==> config.mk <==
export PLATFORM = sky130hd
export DESIGN_NAME = http_url_splitter_unit
export DESIGN_NICKNAME = d
export VERILOG_FILES = /design/src/rtl/core/hus_pkg.sv /design/src/rtl/core/hus_step.sv /design/src/rtl/core/hus_finish.sv /design/src/rtl/core/http_url_splitter_unit.sv
export SDC_FILE = /design/constraint.sdc
export NUM_CORES = 1
export LEC_CHECK = 0
export BUFFER_PORTS_ARGS = -buffer_cell sky130_fd_sc_hd__buf_4
export CELL_PAD_IN_SITES_DETAIL_PLACEMENT = 2
export CELL_PAD_IN_SITES_GLOBAL_PLACEMENT = 2
export CORE_AREA = 2 2 117 119
export CTS_BUF_LIST = sky130_fd_sc_hd__clkbuf_4 sky130_fd_sc_hd__clkbuf_8 sky130_fd_sc_hd__clkbuf_16
export CTS_CLUSTER_DIAMETER = 200
export DETAILED_ROUTE_END_ITERATION = 8
export DIE_AREA = 0 0 119 121
export GPL_ROUTABILITY_DRIVEN = 0
export PLACE_DENSITY = 0.87
export SLEW_MARGIN = 20
export SYNTH_ARGS = -nofsm -noshare
export SYNTH_HDL_FRONTEND = slang
export SYNTH_HIERARCHICAL = 1
export SYNTH_SLANG_ARGS = --single-unit
==> constraint.sdc <==
create_clock -name clk -period 8.4 [get_ports clk]
set_input_delay 0.42 -clock clk [delete_from_list [all_inputs] [get_ports clk]]
set_output_delay 0.42 -clock clk [all_outputs]
set_load 0.005 [all_outputs]
==> src/rtl/core/hus_pkg.sv <==
// ----------------------------------------------------------------------------
// hus_pkg
// Shared types, character codes and helpers for the URL splitter.
// ----------------------------------------------------------------------------
package hus_pkg;

  typedef enum logic [3:0] {
    PH_SCHEME   = 4'd0,
    PH_SCHEME_S = 4'd1,
    PH_SLASH1   = 4'd2,
    PH_SLASH2   = 4'd3,
    PH_HOST     = 4'd4,
    PH_V6       = 4'd5,
    PH_AFTER_V6 = 4'd6,
    PH_PORT     = 4'd7,
    PH_PATH     = 4'd8,
    PH_QUERY    = 4'd9,
    PH_IGNORED  = 4'd10
  } phase_t;

  typedef enum logic [2:0] {
    CL_SCHEME  = 3'd0,
    CL_DELIM   = 3'd1,
    CL_HOST    = 3'd2,
    CL_PORT    = 3'd3,
    CL_PATH    = 3'd4,
    CL_QUERY   = 3'd5,
    CL_IGNORED = 3'd6,
    CL_ERROR   = 3'd7
  } byte_class_t;

  localparam logic [7:0] CH_COLON  = 8'h3A;
  localparam logic [7:0] CH_SLASH  = 8'h2F;
  localparam logic [7:0] CH_QMARK  = 8'h3F;
  localparam logic [7:0] CH_LBRACK = 8'h5B;
  localparam logic [7:0] CH_RBRACK = 8'h5D;
  localparam logic [7:0] CH_ZERO   = 8'h30;
  localparam logic [7:0] CH_NINE   = 8'h39;
  localparam logic [7:0] CH_UPPER_A = 8'h41;
  localparam logic [7:0] CH_UPPER_Z = 8'h5A;
  localparam logic [7:0] CH_LOWER_S = 8'h73;
  localparam logic [7:0] CASE_GAP  = 8'h20;

  localparam logic [2:0]  HTTP_LETTERS = 3'd4;
  localparam logic [16:0] PORT_SAT   = 17'd65536;
  localparam logic [16:0] PORT_MAX   = 17'd65535;
  localparam logic [15:0] PORT_HTTP  = 16'd80;
  localparam logic [15:0] PORT_HTTPS = 16'd443;

  typedef struct packed {
    phase_t      phase;
    logic [2:0]  scheme_index;
    logic        secure_flag;
    logic [16:0] port_accum;
    logic        port_digit_seen;
    logic        host_nonempty;
    logic        path_seen;
    logic        query_seen;
    logic        failed;
  } parse_state_t;

  typedef struct packed {
    logic        ok;
    logic        is_secure;
    logic [15:0] port_number;
    logic        path_given;
    logic        query_given;
  } url_report_t;

  localparam parse_state_t STATE_RESET = '{
    phase:           PH_SCHEME,
    scheme_index:    3'd0,
    secure_flag:     1'b0,
    port_accum:      17'd0,
    port_digit_seen: 1'b0,
    host_nonempty:   1'b0,
    path_seen:       1'b0,
    query_seen:      1'b0,
    failed:          1'b0
  };

  function automatic logic [7:0] to_lower(input logic [7:0] c);
    if (c >= CH_UPPER_A && c <= CH_UPPER_Z) begin
      return c + CASE_GAP;
    end
    return c;
  endfunction

  // letters of "http"
  function automatic logic [7:0] scheme_char(input logic [1:0] idx);
    case (idx)
      2'd0:    return 8'h68;
      2'd1:    return 8'h74;
      2'd2:    return 8'h74;
      default: return 8'h70;
    endcase
  endfunction

  function automatic logic port_in_range(input parse_state_t s);
    return s.port_digit_seen && (s.port_accum != 17'd0) && (s.port_accum <= PORT_MAX);
  endfunction

endpackage

==> src/rtl/core/hus_step.sv <==
// ----------------------------------------------------------------------------
// hus_step
// Per-byte parser transition: labels the byte and works out the next state.
// ----------------------------------------------------------------------------
module hus_step (
  input  hus_pkg::parse_state_t cur,
  input  logic [7:0]            ch,
  output hus_pkg::parse_state_t nxt,
  output hus_pkg::byte_class_t  cls
);
  import hus_pkg::*;

  logic [7:0]  lc;
  logic [20:0] acc_x10;
  logic        bad;

  assign lc = to_lower(ch);
  // accum * 10 + digit, wide enough for the saturated value
  assign acc_x10 = ({4'd0, cur.port_accum} << 3) + ({4'd0, cur.port_accum} << 1)
                 + {17'd0, ch[3:0]};

  always_comb begin
    nxt = cur;
    cls = CL_ERROR;
    bad = 1'b0;
    if (!cur.failed) begin
      case (cur.phase)
        PH_SCHEME: begin
          if (cur.scheme_index < HTTP_LETTERS && lc == scheme_char(cur.scheme_index[1:0])) begin
            nxt.scheme_index = cur.scheme_index + 3'd1;
            if (cur.scheme_index == HTTP_LETTERS - 3'd1) begin
              nxt.phase = PH_SCHEME_S;
            end
            cls = CL_SCHEME;
          end else begin
            bad = 1'b1;
          end
        end
        PH_SCHEME_S: begin
          if (lc == CH_LOWER_S && !cur.secure_flag) begin
            nxt.secure_flag = 1'b1;
            cls = CL_SCHEME;
          end else if (ch == CH_COLON) begin
            nxt.phase = PH_SLASH1;
            cls = CL_DELIM;
          end else begin
            bad = 1'b1;
          end
        end
        PH_SLASH1: begin
          if (ch == CH_SLASH) begin
            nxt.phase = PH_SLASH2;
            cls = CL_DELIM;
          end else begin
            bad = 1'b1;
          end
        end
        PH_SLASH2: begin
          if (ch == CH_SLASH) begin
            nxt.phase = PH_HOST;
            cls = CL_DELIM;
          end else begin
            bad = 1'b1;
          end
        end
        PH_HOST: begin
          if (!cur.host_nonempty && ch == CH_LBRACK) begin
            nxt.phase = PH_V6;
            cls = CL_DELIM;
          end else if (!cur.host_nonempty && ch inside {CH_COLON, CH_SLASH, CH_QMARK}) begin
            bad = 1'b1;   // empty host
          end else if (ch == CH_COLON) begin
            nxt.phase = PH_PORT;
            cls = CL_DELIM;
          end else if (ch == CH_SLASH) begin
            nxt.phase = PH_PATH;
            nxt.path_seen = 1'b1;
            cls = CL_PATH;
          end else if (ch == CH_QMARK) begin
            nxt.phase = PH_QUERY;
            cls = CL_DELIM;
          end else begin
            nxt.host_nonempty = 1'b1;
            cls = CL_HOST;
          end
        end
        PH_V6: begin
          if (ch == CH_RBRACK) begin
            nxt.phase = PH_AFTER_V6;
            cls = CL_DELIM;
          end else begin
            cls = CL_HOST;
          end
        end
        PH_AFTER_V6, PH_PORT: begin
          if (cur.phase == PH_PORT && ch inside {[CH_ZERO:CH_NINE]}) begin
            nxt.port_accum = (acc_x10 > {4'd0, PORT_SAT}) ? PORT_SAT : acc_x10[16:0];
            nxt.port_digit_seen = 1'b1;
            cls = CL_PORT;
          end else if (cur.phase == PH_PORT && !port_in_range(cur)) begin
            bad = 1'b1;
          end else if (cur.phase == PH_AFTER_V6 && ch == CH_COLON) begin
            nxt.phase = PH_PORT;
            cls = CL_DELIM;
          end else if (ch == CH_SLASH) begin
            nxt.phase = PH_PATH;
            nxt.path_seen = 1'b1;
            cls = CL_PATH;
          end else if (ch == CH_QMARK) begin
            nxt.phase = PH_QUERY;
            cls = CL_DELIM;
          end else begin
            nxt.phase = PH_IGNORED;  // trailing junk
            cls = CL_IGNORED;
          end
        end
        PH_PATH: begin
          if (ch == CH_QMARK) begin
            nxt.phase = PH_QUERY;
            cls = CL_DELIM;
          end else begin
            cls = CL_PATH;
          end
        end
        PH_QUERY: begin
          nxt.query_seen = 1'b1;
          cls = CL_QUERY;
        end
        PH_IGNORED: begin
          cls = CL_IGNORED;
        end
        default: begin
          bad = 1'b1;
        end
      endcase
      if (bad) begin
        nxt.failed = 1'b1;
        cls = CL_ERROR;
      end
    end
  end

endmodule

==> src/rtl/core/hus_finish.sv <==
// ----------------------------------------------------------------------------
// hus_finish
// End-of-URL check and report; on the last byte returns the parser to its idle state.
// ----------------------------------------------------------------------------
module hus_finish (
  input  hus_pkg::parse_state_t st,
  input  logic                  last_byte,
  output hus_pkg::url_report_t  rep,
  output hus_pkg::parse_state_t st_next
);
  import hus_pkg::*;

  logic ends_well;

  always_comb begin
    ends_well = 1'b0;
    if (!st.failed) begin
      case (st.phase)
        PH_HOST:     ends_well = st.host_nonempty;
        PH_AFTER_V6: ends_well = 1'b1;
        PH_PORT:     ends_well = port_in_range(st);
        PH_PATH:     ends_well = 1'b1;
        PH_QUERY:    ends_well = 1'b1;
        PH_IGNORED:  ends_well = 1'b1;
        default:     ends_well = 1'b0;
      endcase
    end
  end

  always_comb begin
    rep     = '0;
    st_next = st;
    if (last_byte) begin
      st_next = STATE_RESET;
      if (ends_well) begin
        rep.ok          = 1'b1;
        rep.is_secure   = st.secure_flag;
        rep.port_number = st.port_digit_seen ? st.port_accum[15:0]
                        : (st.secure_flag ? PORT_HTTPS : PORT_HTTP);
        rep.path_given  = st.path_seen;
        rep.query_given = st.query_seen;
      end
    end
  end

endmodule

==> src/rtl/core/http_url_splitter_unit.sv <==
// ----------------------------------------------------------------------------
// http_url_splitter_unit
// Streaming URL splitter: labels each byte and reports on the last one.
// ----------------------------------------------------------------------------
// One request per URL byte, one result per request, one byte per cycle
// sustained: the parser state and the byte label are updated in a
// single pass and captured in the result register.
// A new byte is taken whenever the result register is empty or its
// contents are taken in the same cycle, so throughput only drops while
// the downstream side holds ready low. After a byte marked last the
// parser returns to its idle state and the next byte starts a new URL.
module http_url_splitter_unit (
  input  logic        clk,
  input  logic        rst,
  input  logic        in_valid,
  output logic        in_ready,
  input  logic [7:0]  ch,
  input  logic        last_byte,
  output logic        out_valid,
  input  logic        out_ready,
  output logic [2:0]  byte_class,
  output logic        done_res,
  output logic        ok,
  output logic        is_secure,
  output logic [15:0] port_number,
  output logic        path_given,
  output logic        query_given
);
  import hus_pkg::*;

  parse_state_t state;
  parse_state_t stepped;
  parse_state_t state_next;
  byte_class_t  cls;
  url_report_t  rep;
  logic         in_fire;

  assign in_ready = !out_valid || out_ready;
  assign in_fire  = in_valid && in_ready;

  hus_step u_step (
    .cur (state),
    .ch  (ch),
    .nxt (stepped),
    .cls (cls)
  );

  hus_finish u_finish (
    .st        (stepped),
    .last_byte (last_byte),
    .rep       (rep),
    .st_next   (state_next)
  );

  always_ff @(posedge clk) begin
    if (rst) begin
      state     <= STATE_RESET;
      out_valid <= 1'b0;
    end else begin
      if (in_fire) begin
        state     <= state_next;
        out_valid <= 1'b1;
      end else if (out_ready) begin
        out_valid <= 1'b0;
      end
    end
  end

  always_ff @(posedge clk) begin
    if (in_fire) begin
      byte_class  <= cls;
      done_res    <= last_byte;
      ok          <= rep.ok;
      is_secure   <= rep.is_secure;
      port_number <= rep.port_number;
      path_given  <= rep.path_given;
      query_given <= rep.query_given;
    end
  end

  // parser is back to idle after the last byte of a URL
  a_restart: assert property (@(posedge clk) disable iff (rst)
    in_fire && last_byte |=> state.phase == PH_SCHEME && !state.failed
                             && !state.port_digit_seen && state.scheme_index == 3'd0)
    else $error("parser not idle after last byte");

  a_ok_only_done: assert property (@(posedge clk) disable iff (rst)
    out_valid && ok |-> done_res)
    else $error("ok reported on a byte that is not last");

  a_error_not_ok: assert property (@(posedge clk) disable iff (rst)
    out_valid && byte_class == CL_ERROR |-> !ok)
    else $error("failed URL reported as parsed");

  a_fields_clear: assert property (@(posedge clk) disable iff (rst)
    out_valid && !ok |-> !is_secure && port_number == 16'd0 && !path_given && !query_given)
    else $error("report fields set without ok");

  a_ok_port: assert property (@(posedge clk) disable iff (rst)
    out_valid && ok |-> port_number != 16'd0)
    else $error("zero port on a parsed URL");

endmodule
== Word-level counts from Yosys, hierarchy flattened ==
Cells that the tools add are included.

* Flip-flop bits (word level): 55
* Input port bits: 13
* Logic and storage cells: 170
* Output and inout bits: 26

* Equal/unequal tests: 27
* Multiplexer cells: 79
* Add/subtract/negate cells: 4
* Reductions and logical operators: 35
* $lt $le $gt $ge: 8

{| class="wikitable"
|+ Operators with widths
! kind !! count
|-
| $mux W30 || 2
|-
| $mux W4 || 15
|-
| $mux W3 || 15
|-
| $mux W18 || 2
|-
| $le A17 B16 Y1 const B || 2
|-
| $reduce_bool A17 Y1 || 2
|-
| $mux W8 || 4
|-
| $pmux W4 S8 || 1
|-
| $eq A4 B3 Y1 const B || 7
|-
| $pmux W3 S9 || 1
|-
| $eq A4 B4 Y1 const B || 6
|-
| $eq A8 B6 Y1 const B || 3
|-
| $eq A8 B7 Y1 const B || 3
|-
| $mux W1 || 24
|-
| $add A20 B18 Y21 || 1
|-
| $add A21 B4 Y21 || 1
|-
| $gt A21 B17 Y1 const B || 1
|-
| $mux W20 || 1
|-
| $mux W17 || 1
|-
| $mux W16 || 1
|-
| $logic_and A1 B1 Y1 || 14
|-
| $mux W2 || 6
|-
| $pmux W5 S2 || 1
|-
| $mux W9 || 1
|-
| other kinds (28) || 38
|}

== Logic depth before layout (Yosys ltp) ==
* Depth in word-level cells: 18
* Mapped depth: 16
* Depth with buffers taken out: 14

== By module ==
Netlist, hierarchy kept.

{| class="wikitable"
|+ Modules (own cells, without submodules)
! module !! sequential area each (um^2) !! cells an instance !! times used !! area each (um^2)
|-
| hus_step || 0.0 || 367 || 1 || 2492.4
|-
| http_url_splitter_unit || 1341.3 || 166 || 1 || 2175.8
|-
| hus_finish || 0.0 || 89 || 1 || 493.0
|}

== Worst setup path before layout ==
No wires, ideal clock.

* Path type: input-to-reg
* From: input ch[3]
* To: register port_number[8] (data pin)
* Data arrival time: 3.798 ns
* Stages: 14
* Slack: 4.349 ns
* Data required time: 8.146 ns
* Cell sequence: fa_1 -> fa_1 -> a211oi_1 -> o21ai_1 -> a211oi_1 -> o21ai_0 -> xnor2_1 -> a41oi_2 -> o31ai_1 -> nor4_1 -> nand4_1 -> a32oi_2 -> buf_4 -> nor2_1

{| class="wikitable"
|+ RTL lines
! element !! line !! source
|-
| start: declaration || http_url_splitter_unit.sv:17 || <nowiki>input logic [7:0] ch,</nowiki>
|-
| end signal: assignment || http_url_splitter_unit.sv:75 || <nowiki>port_number <= rep.port_number;</nowiki>
|-
| end: declaration || http_url_splitter_unit.sv:25 || <nowiki>output logic [15:0] port_number,</nowiki>
|}

==> out/qor.txt <==
Status -> finished, final reports clean
CTS tree -> yes
Mapped Cells -> 622
DR top layer -> met4
Slowest cell on crit path -> a32oi_2
Largest cells by area after synthesis -> edfxtp_1 14%, dfxtp_1 12%, ha_1 9.2%, a21bo_1 5.2%, a21oi_1 4.7%
Clock latency on the worst-skew pair -> 0.31 ns
Fraction of layout cells with a size suffix above 1 -> 15.8%
CP cell instances -> fa_1 > fa_1 > a211oi_1 > o21ai_1 > a211oi_1 > o21ai_0 > xnor2_1 > a41oi_2 > o31ai_2 > nor4_1 > nand4_1 > a32oi_2 > nor2b_1
Overflow left after global routing -> 0
Lkg Pwr -> 2.05 nW
Total GRT Usage -> 28.2%
Drc violations -> 0
Fin crit period -> 5.37 ns
Predominant post-synthesis flop cell -> dfxtp_1
I/O pin total -> 39
Area leader, netlist -> edfxtp_1
Setup violations, final -> 0
Total setup buffers inserted after CTS -> 0
Chip width -> 119 µm
Cell Area, Synth -> 5160 µm²
Number of antenna diodes -> 0
Register clock-pin slew on the reported worst setup and hold paths -> 0.08 ns
CP Max Fanout -> 20
Peak Freq -> 0.186 GHz
Slew Limit Fails -> 0
DRT Pass-1 Iters -> 5
Root Driver -> clkbuf_16
RSZ-0062 raised after global routing -> no
Chip Height -> 121 µm
Max_cap viols -> 0
Synth Register Bits -> 55
Yosys warns -> 6
Largest net degree at the start of global routing -> 64
Buffers on Ports -> 38
Dpl hpwl -> 13.6 mm
Worst path required time -> 8.40 ns
Maximum vdd drop -> 0.0954 mV
Layout area overhead -> 8.51%
Largest register by flop count -> state
Tot Pwr -> 0.603 mW
Hold bufs inserted after CTS -> 0
Number of global-route vias before repair -> 5449
Initial antenna violation count -> 0
Post-DR vias/cell -> 6.28
Row cnt -> 42
Final Hold Viols -> 0
Commonest non-fill, non-tap cell in the layout -> nand2_1
Crit path largest cell delay -> 0.79 ns
WL met1 -> 8.59 mm
Global-route wire length before repair -> 31.8 mm
Skew final -> 0.0118 ns
Met2 WL post-DR -> 9.60 mm
Hold Crit Class -> input pin to register
Core box area -> 13100 µm²
Ys async rst share -> 0%
Final nets -> 677
Drt wl/cell -> 24.9 µm
Worst setup slack after layout -> 3.03 ns
Crit path buf inv count -> 0
1st-iter DRT viols -> 479
Syn avg cell area -> 8.30 µm²
Biggest regs -> state (30), port_number (16), byte_class (3)
Final wirelength -> 19.9 mm
CTS max path bufs -> 2
TNS Setup -> 0 ns
Pwr dens -> 108 nW/µm²
Worst relative slew slack -> 36.5%
Synth top area share -> 14.0%
Startpoint Class -> register
Post-synth EDFFs -> 24
Slew @ Worst Pin -> 0.953 ns
Max reg flops -> 30
Unique masters post-synth -> 74
Critical path class -> register to register
Syn nets -> 675
CTS buffer count -> 5
Post-synthesis sequential area ratio -> 26.0%
Final Cycle Share -> 64.0%
# clock sinks -> 55
H-tree depth -> 2
Starting density of the core -> 39.4%
Number of nets with antenna violations after routing -> 0
CP Data Arrival Time -> 5.38 ns
WL met3 -> 1.00 mm
Post-place setup slack -> 3.00 ns
Full die area -> 14400 µm²
Crit-path leading delay family -> compound AO/OA/AOI/OAI gates
CTS resizes -> 0
DR vias -> 5030
Commonest cells after routing, fill and taps aside -> 57 x nand2_1, 48 x a21oi_1, 39 x nor2_1, 38 x buf_4, 38 x ha_1
CP endpoint kind -> register
-- kinds of logic (layout without fill, tap and decap cells) --
kind of cell / count (synthesis) / in the layout / share of synthesized area (%)
flops: 55 / 55 / 26.0
simple gates: 240 / 240 / 25.3
mux: 1 / 1 / 0.218
buf+inv: 65 / 68 / 6.23
xor+xnor: 17 / 17 / 2.88
compound gates: 204 / 204 / 29.4
fa+ha+maj: 40 / 40 / 9.99
-- routing by layer --
layer | vias to the layer above | track usage, %
li1 | 2279 | -
met1 | 2503 | 36.1
met2 | 198 | 47.5
met3 | 50 | 3.67
met4 | 0 | 12.3
met5 | - | 0
-- final timing paths --
path / to / start / slack, ns / cells after the start
setup / recovery: is_secure$_DFFE_PP_ / state[5]$_SDFFE_PP0P_ / 3.03 / 13
hold / removal: state[25]$_SDFFE_PP0P_ / rst / 0.57 / 2
setup reg to reg: is_secure$_DFFE_PP_ / state[5]$_SDFFE_PP0P_ / 3.03 / 13
hold reg to reg: state[22]$_SDFFE_PP0P_ / state[22]$_SDFFE_PP0P_ / 0.62 / 2
-- synthesized netlist by cell type, drive strengths merged (22+ instances only) --
master  count
o21ai      31
ha         38
a21oi      75
dfxtp      31
nand2      57
a21bo      30
edfxtp     24
inv        22
nand3      36
nor2b      35
nor2       39
buf        25
-- area by class of cell --
type / instances / area [µm²]
fillers: 1435 / 7480
multi-input cells: 502 / 3500
flip-flops and latches: 55 / 1340
repair buffers: 38 / 285
well taps: 176 / 220
clock buffers: 5 / 125
inverters: 22 / 82.6
clock inverters: 3 / 46.3
-- report_power, final --
| group | switching, mW | internal [mW] | total, mW |
|---|---|---|---|
| sequential | 0.00396 | 0.284 | 0.288 |
| combinational | 0.0428 | 0.0192 | 0.0620 |
| clock | 0.111 | 0.142 | 0.253 |
| total | 0.158 | 0.446 | 0.603 |
-- per-stage QoR --
step | util [%] | std cells | hold WS [ns] | cell area, µm²
final | 42.8 | 801 | 0.568 | 5600
after global routing | 42.8 | 801 | 0.590 | 5600
after CTS | 42.8 | 801 | 0.571 | 5600
after detailed placement | 41.5 | 793 | 0.609 | 5430
after global placement | 41.5 | 793 | 0.566 | 5430
after floorplan | - | 622 | 0.489 | 5160
No activity file was read; power rests on OpenSTA's default activity.
